### src/rtl/pcfa_pkg.sv
`timescale 1ns / 1ps
`default_nettype none
// ============================================================================
// pcfa_pkg
// Shared types, codes and constants of the pair contact force accumulator:
// beat layouts of both channels, configuration fields and arithmetic widths.
// ============================================================================
package pcfa_pkg;

    // Default sizes of the force store.
    localparam int NUM_PARTICLES_DEF = 1024;
    localparam int FORCE_BITS_DEF    = 48;

    // Fixed field widths.
    localparam int INDEX_W   = 10;
    localparam int OUT_W     = 48;
    // With any 16-bit direction pattern a per-axis contribution reaches 2^48 in
    // magnitude, which needs 50 signed bits.
    localparam int CONTRIB_W = 50;
    // Register stages of the contact arithmetic.
    localparam int CALC_LAT  = 5;

    // Operation codes.
    localparam logic [1:0] OP_APPLY = 2'd0;
    localparam logic [1:0] OP_READ  = 2'd1;
    localparam logic [1:0] OP_CLEAR = 2'd2;

    // Configuration register map, byte address is four times the index.
    localparam int         APB_ADDR_W    = 4;
    localparam logic [1:0] REG_SPACING   = 2'd0;
    localparam logic [1:0] REG_STIFFNESS = 2'd1;
    localparam logic [1:0] REG_DAMPING   = 2'd2;

    localparam logic [23:0] SPACING_RST   = 24'd65536;
    localparam logic [31:0] STIFFNESS_RST = 32'd65536;
    localparam logic [31:0] DAMPING_RST   = 32'd0;

    typedef struct packed {
        logic [1:0]          op;
        logic [INDEX_W-1:0]  index_first;
        logic [INDEX_W-1:0]  index_second;
        logic                apply_first;
        logic                apply_second;
        logic [23:0]         distance;
        logic signed [15:0]  dir_x;
        logic signed [15:0]  dir_y;
        logic signed [15:0]  dir_z;
        logic signed [31:0]  relvel_x;
        logic signed [31:0]  relvel_y;
        logic signed [31:0]  relvel_z;
    } in_item_t;

    typedef struct packed {
        logic                    in_contact;
        logic signed [OUT_W-1:0] contact_force;
        logic signed [OUT_W-1:0] force_x;
        logic signed [OUT_W-1:0] force_y;
        logic signed [OUT_W-1:0] force_z;
    } out_item_t;

    typedef struct packed {
        logic [23:0] contact_spacing;
        logic [31:0] contact_stiffness;
        logic [31:0] contact_damping;
    } cfg_t;

    // Force magnitude and the three per-axis contributions of one pair.
    typedef struct packed {
        logic signed [OUT_W-1:0]     fac;
        logic signed [CONTRIB_W-1:0] cx;
        logic signed [CONTRIB_W-1:0] cy;
        logic signed [CONTRIB_W-1:0] cz;
    } calc_res_t;

endpackage
`default_nettype wire

### src/rtl/pcfa_cfg_regs.sv
`timescale 1ns / 1ps
`default_nettype none
// ============================================================================
// pcfa_cfg_regs
// APB-style configuration registers: contact spacing, stiffness and damping.
// ============================================================================
module pcfa_cfg_regs (
    input  wire logic                           clk,
    input  wire logic                           rst_n,
    input  wire logic                           psel,
    input  wire logic                           penable,
    input  wire logic                           pwrite,
    input  wire logic [pcfa_pkg::APB_ADDR_W-1:0] paddr,
    input  wire logic [31:0]                    pwdata,
    output logic [31:0]                         prdata,
    output logic                                pready,
    output pcfa_pkg::cfg_t                      cfg
);
    import pcfa_pkg::*;

    cfg_t       cfg_reg;
    logic [1:0] reg_idx;
    logic       wr_en;

    assign pready  = 1'b1;
    assign reg_idx = paddr[3:2];
    assign wr_en   = psel && penable && pwrite;

    // Register writes on the access phase.
    always_ff @(posedge clk or negedge rst_n)
    begin
        if (!rst_n)
        begin
            cfg_reg.contact_spacing   <= SPACING_RST;
            cfg_reg.contact_stiffness <= STIFFNESS_RST;
            cfg_reg.contact_damping   <= DAMPING_RST;
        end
        else if (wr_en)
        begin
            case (reg_idx)
                REG_SPACING:   cfg_reg.contact_spacing   <= pwdata[23:0];
                REG_STIFFNESS: cfg_reg.contact_stiffness <= pwdata;
                REG_DAMPING:   cfg_reg.contact_damping   <= pwdata;
                default:       ;
            endcase
        end
    end

    // Read back.
    always_comb
    begin
        case (reg_idx)
            REG_SPACING:   prdata = {8'd0, cfg_reg.contact_spacing};
            REG_STIFFNESS: prdata = cfg_reg.contact_stiffness;
            REG_DAMPING:   prdata = cfg_reg.contact_damping;
            default:       prdata = 32'd0;
        endcase
    end

    assign cfg = cfg_reg;

endmodule
`default_nettype wire

### config.mk
export PLATFORM = sky130hd
export DESIGN_NAME = pcfa_cfg_regs
export DESIGN_NICKNAME = d
export VERILOG_FILES = /design/src/rtl/pcfa_pkg.sv /design/src/rtl/pcfa_cfg_regs.sv
export SDC_FILE = /design/constraint.sdc
export NUM_CORES = 1
export LEC_CHECK = 0
export ABC_AREA = 1
export BUFFER_PORTS_ARGS = -buffer_cell sky130_fd_sc_hd__buf_2
export CORE_MARGIN = 5
export CORE_UTILIZATION = 54
export CTS_BUF_LIST = sky130_fd_sc_hd__clkbuf_4 sky130_fd_sc_hd__clkbuf_8
export DETAILED_ROUTE_END_ITERATION = 10
export GPL_TIMING_DRIVEN = 0
export PLACE_DENSITY = 0.87
export SETUP_SLACK_MARGIN = 0.1
export SYNTH_ARGS = -nofsm -noshare
export SYNTH_HDL_FRONTEND = slang
export SYNTH_SLANG_ARGS = --single-unit
### constraint.sdc
create_clock -name clk -period 1.2 [get_ports clk]
set_input_delay 0.18 -clock clk [delete_from_list [all_inputs] [get_ports clk]]
set_output_delay 0.18 -clock clk [all_outputs]
set_load 0.02 [all_outputs]
==> flow_summary.ini, run 1 <==
[synthesis]
ys.flop_type = dfrtp_1
yosys.area_share.simple_pct = 40.72
syn_nets = 557
synth_adder_area_share_pct = 0
synth_seq_cells = 88
netlist_top_cells_area = dfrtp_1 (52%), nand2_1 (30%), nand2_2 (4.8%)
yosysMostFrequentCell = nand2_1
synthCells = 516
synth-compound-area-share_pct = 0
async_reset_ff_share_pct = 100.0
synth_common_cells = nand2_1 (331), dfrtp_1 (86), nand2_2 (32), nand3_1 (24), buf_2 (9)
syn_area_per_cell_um2 = 8.050
synth_top_cell_by_area = dfrtp_1
synth_top_area_share_pct = 51.81
ys_types = 17
synthXorXnorAreaFrac_pct = 0
yosysSeqAreaShare_pct = 53.07
synth_top_family_by_area = simple AND/OR/NAND/NOR gates
synth_area_um2 = 4154
yosys_warnings = 0
synthMuxAreaShare_pct = 0
synth_edf_count = 0

[timing]
repair-timing-grt-worst-ep = prdata[16]
worst-ep-kind = top-level output

[floorplanning]
die_w_um = 97.71
start_util_pct = 54.61
rows = 32
io_pins = 162
die_y_um = 97.71

[clocking]
h-tree-depth = 3
clkSinkCount = 88
numCtsBuffers = 9
clk_root_buffer_cell = clkbuf_8
clockBufferDepth = 2

[run_status]
first-error = [ERROR DPL-0038] Utilization greater than 100%, impossible to legalize
outcome = stopped before the end
flow.stopped_at = global routing (5_1_grt)

[placement]
portBuffers = 158
dp_slack_ns = -0.2319
gp_congestion = 0.8137
dp_hpwl_um = 8844
dp.cells = 777

[global_route]
grt_max_degree = 53
[per-stage QoR]
stage	TNS, ns	area, um^2
after floorplan	0	4154
after global placement	-68.61	5072
after detailed placement	-5.822	5102
after CTS	-1.794	6695
[cells by family after synthesis]
group | after synthesis
and+or+nand+nor | 397
other | 1
DFF | 88
buffers and inverters | 30
[timing repair]
| action | CTS |
|---|---|
| setup endpoints to repair | 118 |
| gates resized for setup | 263 |
| hold endpoints to repair | 34 |
| setup buffers | 63 |
| pin swaps | 69 |
| hold buffers | 1 |
==> run 2: changes to the inputs <==
CORE_UTILIZATION = 40   (was 54)
CTS_BUF_LIST = not set   (was sky130_fd_sc_hd__clkbuf_4 sky130_fd_sc_hd__clkbuf_8)
PLACE_DENSITY = not set   (was 0.87)
PLACE_DENSITY_LB_ADDON = 0.15   (was not set)
SETUP_SLACK_MARGIN = not set   (was 0.1)
==> run 2 against run 1 <==
Compared with the run above: the flow now finishes, with violations (setup timing); area after synthesis stayed put; synthesized cell count is the same.
==> flow_summary.ini, run 2 <==
[synthesis]
yosys_warnings = 0
netlist_top_cells_area = dfrtp_1 (52%), nand2_1 (30%), nand2_2 (4.8%)
ys.flop_type = dfrtp_1
synthCells = 516
synth_seq_cells = 88
synth_top_area_share_pct = 51.81
yosysMostFrequentCell = nand2_1
ys_types = 17
synth_edf_count = 0
async_reset_ff_share_pct = 100.0
syn_area_per_cell_um2 = 8.050
synth_top_cell_by_area = dfrtp_1
yosysSeqAreaShare_pct = 53.07
syn_nets = 557
synth_area_um2 = 4154
synth_common_cells = nand2_1 (331), dfrtp_1 (86), nand2_2 (32), nand3_1 (24), buf_2 (9)

[clocking]
clk_latency_ns = 0.36
clk_root_buffer_cell = clkbuf_8
path_clk_slew_ns = 0.09
numCtsBuffers = 9
clockBufferDepth = 2
cts_tree = built
clkSinkCount = 88
h-tree-depth = 3

[timing]
tightest_slew_ns = 0.5644
fin_ws_ns = -0.1611
whs_ns = 0.03753
rsz0062_at_grt = yes
period_share_pct = 113.4
hold_viol_final = 0
setup_viol = 38
maxSlewViolCount = 0
finClkSkew_ns = 0
slew_headroom_pct = 62.37
max_freq_mhz = 734.7
setup_tns_ns = -1.756
min_period_ns = 1.361

[global_route]
antenna_found_initial = 0
grt_overflow = 0
grt_max_degree = 49
groute.usage.overall_pct = 21.96
grt_pass1_wl_um = 21700
grt_pass1_vias = 4226

[job]
max_cap_viol_count = 0

[worst_setup_path]
critical_path_class = register to primary output
reg2regPathDepth = 4
startpoint = cfg[48]
r2r_end = cfg[43]
r2r_setup_slack_ns = 0.34
cp_max_fo = 3
required_ns = 1.02
startpoint_type = register
setup.worst_path.end_class = primary output
r2r_start = cfg[43]
cp_data_arrival_time_ns = 1.18

[detailed_routing]
drt_wl_total_um = 14220
drtAntennaViolNets = 0
first_pass_iters = 4
drc = 0
via_count = 4257
wl_per_cell_um = 15.59
drt_iter0_markers = 210
viasPerCell = 4.668

[placement]
dp_hpwl_um = 8932
dp.cells = 811
gp_congestion = 0.7956
portBuffers = 158

[cells_and_area]
n_fill_cell = 895
final_cell_mix = nand2_1 (319), buf_6 (106), buf_2 (93), dfrtp_1 (86), buf_4 (62)
drive_above_1_share_pct = 47.55
largest_reg_flops = 88
final_core_util_pct = 65.66
syn_to_final_growth_pct = 61.72
fin_cells = 912
antenna_cells = 0
nets = 812
final_common_cell = nand2_1

[floorplanning]
start_util_pct = 40.60
die_y_um = 111.9
io_pins = 162
core_um2 = 10230
die_w_um = 111.9
die-area_um2 = 12520
rows = 37

[hold_path]
holdPathEnd = cfg[48]
worstHoldStart = pwdata[16]
hold_class = input port to register
whs_path_depth = 3

[pwr]
power_density_nw_per_um2 = 1607
vdd_drop_max_mv = 0.8192
power_leakage_nw = 3.872

[run_status]
outcome = complete, but fails checks
violations = setup timing
==> run 2: cell counts after synthesis <==
Identical to the previous run, type by type.
==> run 2: worst max path at each step <==
stage | to | slack (ns) | depth (start not counted)
2_1_floorplan | prdata[16] | 0.19 | 2
3_5_place_dp | prdata[3] | -0.25 | 6
4_1_cts | prdata[16] | -0.16 | 3
5_1_grt | prdata[16] | -0.20 | 3
6_report | prdata[16] | -0.16 | 3
3_3_place_gp | cfg[70] | -0.85 | 1
==> run 2: through the flow <==
stage | setup slack (ns) | power, mW | cell area (um^2)
2_1_floorplan | 0.1885 | 5.843 | 4154
3_3_place_gp | -0.8508 | 7.007 | 5115
3_5_place_dp | -0.2549 | 7.086 | 5145
4_1_cts | -0.1644 | 10.24 | 6270
5_1_grt | -0.1955 | 11.35 | 6718
6_report | -0.1611 | 10.79 | 6718
==> run 2: layout make-up <==
type                       count  area, um^2  share of cell area, %
clock inverter                 7       72.57                  1.080
clock buffer                   9       123.9                  1.844
sequential                    88        2205                  32.82
multi-input combinational    398        1846                  27.47
timing repair buffer         244        1979                  29.47
inverter                       5       28.78                 0.4284
tap                          136       170.2                  2.533
buffer                        25       292.8                  4.358
==> run 2: what timing repair did <==
action	in CTS	in global routing
hold endpoints to repair	40	0
hold buffers	1	0
buffers inserted	52	32
gates resized for setup	156	61
pin swaps	66	34
endpoints found under the setup margin	34	58
==> run 2: kinds of logic after synthesis <==
logic type	after synthesis	synth area share, %
flops	88	53.07
other cells	1	0.09027
simple gates	397	40.72
buf+inv	30	6.115
==> run 2: worst max-delay path, stage by stage (launching register included) <==
cell     delay (ns)
dfstp_2        0.58
nand2_2        0.06
nand3_2        0.06
buf_6          0.11
==> run 2: per-layer routing <==
metal  vias up  wire (um)  track usage (%)
met5         -          0                0
met3        15        947            4.185
met4         0        202            7.867
met1      2025       5778            27.38
met2       146       7289            37.93
li1       2071          -                -
==> run 2: report_power, final <==
| part | internal [mW] | total (mW) | switching, mW |
|---|---|---|---|
| Sequential | 3.58 | 4.08 | 0.497 |
| Combinational | 2.29 | 4.65 | 2.35 |
| Clock | 0.962 | 2.07 | 1.11 |
No activity file was read; power rests on OpenSTA's default activity.
==> run 3: changes to the inputs <==
CORE_MARGIN = 2   (was 5)
GPL_TIMING_DRIVEN = not set   (was 0)
==> run 3 against run 2 <==
Compared with the run above: the run still ends with setup timing left; sequential power barely moved; register-to-register slack got worse by 0.02 ns; design area fell by 4.3%; fmax rose by 2.7%; sequential share of layout area rose by 1.5 points; via count fell by 3.7%; flip-flop and latch count did not move; critical path type unchanged.
==> flow_summary.ini, run 3 (same netlist as run 2, synthesis figures left out) <==
[clocking]
clk_latency_ns = 0.35
clk_root_buffer_cell = clkbuf_8
path_clk_slew_ns = 0.09
cts_tree = built
clkSinkCount = 88
numCtsBuffers = 9
h-tree-depth = 3
clockBufferDepth = 2

[global_route]
grt_pass1_vias = 3828
antenna_found_initial = 0
grt_max_degree = 45
groute.usage.overall_pct = 21.76
grt_overflow = 0
grt_pass1_wl_um = 19340

[cells_and_area]
n_fill_cell = 916
drive_above_1_share_pct = 44.90
largest_reg_flops = 88
nets = 791
area.sequential_um2 = 2205
antenna_cells = 0
multi_input_area_um2 = 1823
final_cell_mix = nand2_1 (322), buf_2 (111), dfrtp_1 (86), buf_4 (68), buf_6 (55)
syn_to_final_growth_pct = 54.79
final_common_cell = nand2_1

[pwr]
power_density_nw_per_um2 = 1679
vdd_drop_max_mv = 0.7102
power_mw = 10.80
power_leakage_nw = 3.740

[hold_path]
holdPathEnd = cfg[48]
hold_class = input port to register
worstHoldStart = pwdata[16]
whs_path_depth = 3

[worst_setup_path]
cp_max_fo = 3
reg2regPathDepth = 4
critPathBufInv = 1
r2r_end = cfg[18]
startpoint_type = register
path_cells = nand2_2 -> nand3_2 -> buf_6
cpPeakStageDelay_ns = 0.57
crit_slowest_cell = dfstp_2
cp_data_arrival_time_ns = 1.15
critical_path_class = register to primary output
required_ns = 1.02
r2r_setup_slack_ns = 0.32
setup.worst_path.end_class = primary output
cp_top_family = flip-flops
r2r_start = cfg[18]

[job]
max_cap_viol_count = 0

[floorplanning]
rows = 37
die_w_um = 105.9
die_y_um = 105.9
start_util_pct = 40.79
die-area_um2 = 11220
core_um2 = 10180
io_pins = 162

[detailed_routing]
drtAntennaViolNets = 0
via_count = 4099
drc = 0
drt_wl_total_um = 12500
viasPerCell = 4.600
first_pass_iters = 4
wl_per_cell_um = 14.03
drt_iter0_markers = 254

[run_status]
outcome = complete, but fails checks
violations = setup timing

[placement]
dp_hpwl_um = 7835
portBuffers = 158
gp_congestion = 0.7400

[timing]
finClkSkew_ns = 0
rsz0062_at_grt = yes
min_period_ns = 1.325
fin_ws_ns = -0.1252
maxSlewViolCount = 0
period_share_pct = 110.4
max_freq_mhz = 754.6
setup_viol = 27
setup_tns_ns = -1.067
hold_viol_final = 0
-- run 3: how the worst max path moves through the flow --
stage,start,to,slack [ns],cells past startpoint
2_1_floorplan,cfg[48],prdata[16],0.19,2
3_3_place_gp,paddr[2],cfg[31],-0.03,8
3_5_place_dp,paddr[2],cfg[13],-0.05,8
4_1_cts,cfg[48],prdata[16],-0.14,3
5_1_grt,cfg[80],prdata[16],-0.16,3
6_report,cfg[48],prdata[16],-0.13,3
-- run 3: tightest hold or removal path, cell delays in order --
cell and delay (ns):
buf_2 0.11, nand2_1 0.06, nand2_1 0.05
-- run 3: area by class of cell --
| class | count | area share (%) |
|---|---|---|
| Inverter | 5 | 0.3308 |
| Tap cell | 136 | 2.646 |
| Sequential cell | 88 | 34.29 |
| Timing Repair Buffer | 248 | 30.41 |
| Clock buffer | 12 | 2.102 |
| Clock inverter | 4 | 1.868 |
| Multi-Input combinational cell | 398 | 28.35 |
-- run 3: metrics by stage --
stage | cells | util (%) | setup WS (ns) | hold WS (ns) | area (um^2)
floorplan | 516 | - | 0.1885 | -0.1156 | 4154
global placement | 808 | 51.25 | -0.02796 | 0.1860 | 5220
detailed placement | 808 | 51.25 | -0.05428 | 0.1878 | 5220
CTS | 866 | 59.72 | -0.1408 | 0.02449 | 6082
global route | 891 | 63.13 | -0.1637 | 0.03640 | 6430
finish | 891 | 63.13 | -0.1252 | 0.04127 | 6430
-- run 3: metal layers --
metal / vias to the layer above / wire length, um / global-route usage [%]
met2: 120 / 6256 / 37.37
met5: - / 0 / 0
met1: 1935 / 5433 / 28.19
met4: 0 / 210 / 7.143
met3: 19 / 597 / 3.433
li1: 2025 / - / -
-- run 3: repair_timing --
| item | 4_1_cts | 5_1_grt |
|---|---|---|
| endpoints found under the hold margin | 86 | 0 |
| setup endpoints to repair | 34 | 40 |
| hold buffers | 1 | 0 |
| setup buffers | 41 | 25 |
| gates resized for setup | 86 | 45 |
| pin swaps | 78 | 34 |
-- run 3: report_power, final --
group	internal, mW	total [mW]	switching (mW)
Sequential	3.58	4.10	0.522
Clock	1.60	2.61	1.02
Combinational	1.91	4.08	2.17
Total	7.09	10.8	3.70
==> run 4: changes to the inputs <==
--- a/config.mk
+++ b/config.mk
@@ -8,4 +8,5 @@
 export ABC_AREA = 1
 export BUFFER_PORTS_ARGS = -buffer_cell sky130_fd_sc_hd__buf_2
+export CORE_ASPECT_RATIO = 0.7
 export CORE_MARGIN = 2
 export CORE_UTILIZATION = 40
==> constraint.sdc (replaced) <==
create_clock -name clk -period 1.2 [get_ports clk]
set_input_delay 0.18 -clock clk [delete_from_list [all_inputs] [get_ports clk]]
set_output_delay 0.18 -clock clk [all_outputs]
set_load 0.01 [all_outputs]
==> run 4 against run 3 <==
Compared with the run above: the flow still finishes with violations (setup timing); utilization decreased by 4.1 points; flip-flop and latch count unchanged; design area decreased by 6.0%; wire length decreased by 1.6%; critical endpoint unchanged; largest power group unchanged.
==> flow_summary.ini, run 4 (same netlist as run 2, synthesis figures left out) <==
[detailed_routing]
first_pass_iters = 4
viasPerCell = 4.669
wl_per_cell_um = 14.01
drtAntennaViolNets = 0
drt_iter0_markers = 273
via_count = 4099
drt_wl_total_um = 12300
drc = 0

[job]
max_cap_viol_count = 0

[timing]
rsz0062_at_grt = yes
maxSlewViolCount = 0
setup_tns_ns = -0.2202
fin_ws_ns = -0.1092
setup_viol = 8
hold_viol_final = 0
period_share_pct = 109.1
finClkSkew_ns = 0
min_period_ns = 1.309
max_freq_mhz = 763.8

[floorplanning]
die-area_um2 = 11230
die_w_um = 125.8
start_util_pct = 40.57
die_y_um = 89.26
rows = 31
core_um2 = 10240
io_pins = 162

[global_route]
groute.usage.overall_pct = 21.11
grt_pass1_wl_um = 18510
busiest_layer = met2
grt_overflow = 0
use_met3_pct = 4.907
grt_pass1_vias = 3612
grt.met1_usage_pct = 29.13
antenna_found_initial = 1
grt_use_met2_pct = 33.86
grt_max_degree = 48

[worst_setup_path]
cpPeakStageDelay_ns = 0.55
setup.worst_path.end_class = primary output
required_ns = 1.02
cp_max_fo = 3
critical_path_class = register to primary output
startpoint_type = register
crit_slowest_cell = dfstp_2
cp_data_arrival_time_ns = 1.13
path_cells = nand2_1 -> nand3_1 -> buf_2

[run_status]
violations = setup timing
outcome = complete, but fails checks

[cells_and_area]
drive_above_1_share_pct = 40.81
area.sequential_um2 = 2205
syn_to_final_growth_pct = 45.45
nets = 781
final_cell_mix = nand2_1 (331), buf_2 (149), dfrtp_1 (86), buf_4 (66), nand2_2 (32)
final_common_cell = nand2_1
n_fill_cell = 943
largest_reg_flops = 88
multi_input_area_um2 = 1705
fin_cells = 878

[clocking]
clockBufferDepth = 2
numCtsBuffers = 9
path_clk_slew_ns = 0.06
clkSinkCount = 88
clk_latency_ns = 0.33
clk_root_buffer_cell = clkbuf_16
h-tree-depth = 3
cts_tree = built

[placement]
dp.cells = 801
portBuffers = 158
dp_hpwl_um = 8094
gp_congestion = 0.7768

[pwr]
power_mw = 10.18
vdd_drop_max_mv = 1.116
power_leakage_nw = 3.541
power_density_nw_per_um2 = 1685

[hold_path]
hold_class = input port to register
-- run 4: cell count changes in the layout (fill, tap and decap cells not counted), moves of 2 or more --
cell,delta
clkinvlp_4,+3
clkbuf_8,-8
clkbuf_16,+9
nand3_1,+19
nand2_1,+9
clkbuf_1,-3
nand3_2,-19
buf_2,+38
nand2_2,-9
bufinv_16,-2
buf_4,-2
buf_6,-46
-- run 4: power breakdown --
group	internal [mW]	leakage, nW	switching, mW
Sequential	3.59	1.11	0.494
Clock	1.89	0.151	1.19
Combinational	1.54	2.28	1.49
Total	7.01	3.54	3.17
-- run 4: final cells by class --
cell class	instances	area share (%)
well taps	132	2.733
multi-input cells	398	28.23
clock buffers	10	3.955
flip-flops and latches	88	36.49
inverters	5	0.3520
repair buffers	238	26.69
diodes	1	0.04142
clock inverters	6	1.512
-- run 4: layer usage --
| layer | part of all wire [%] | up-vias |
|---|---|---|
| li1 | - | 2012 |
| met1 | 46 | 1943 |
| met2 | 47 | 137 |
| met3 | 6.1 | 7 |
| met4 | 0.76 | 0 |
| met5 | 0 | - |
-- run 4: repair_timing --
action / CTS / global route
hold buffers: 1 / 0
hold endpoints to repair: 86 / 0
cloned: 0 / 0
resized for setup: 2 / 11
pin swaps: 43 / 38
setup endpoints to repair: 26 / 38
setup buffers: 26 / 33
-- run 4: worst paths after layout --
check,start,end,slack [ns],cells after the start
min in group asynchronous,rst_n,cfg[56],0.19,2
setup / recovery,cfg[80],prdata[16],-0.11,3
max in group asynchronous,rst_n,cfg[48],0.55,3
hold / removal,pwdata[24],cfg[24],0.06,3
setup reg to reg,cfg[36],cfg[36],0.31,4
hold reg to reg,cfg[80],cfg[80],0.48,2
-- run 4: critical path: cells and delay by family (launching register included) --
family / cells / cell delay [ns]
buffers and inverters: 1 / 0.13
DFF: 1 / 0.55
and+or+nand+nor: 2 / 0.12
-- run 4: through the flow --
step	setup WS (ns)	utilization [%]	cell area, um^2	hold slack, ns
global route	-0.1588	59.01	6042	0.05478
detailed placement	-0.09296	50.71	5192	-0.01443
finish	-0.1092	59.01	6042	0.06225
CTS	-0.1207	56.05	5739	0.04970
floorplan	0.2792	-	4154	-0.1156
global placement	-0.06588	50.71	5192	-0.01199
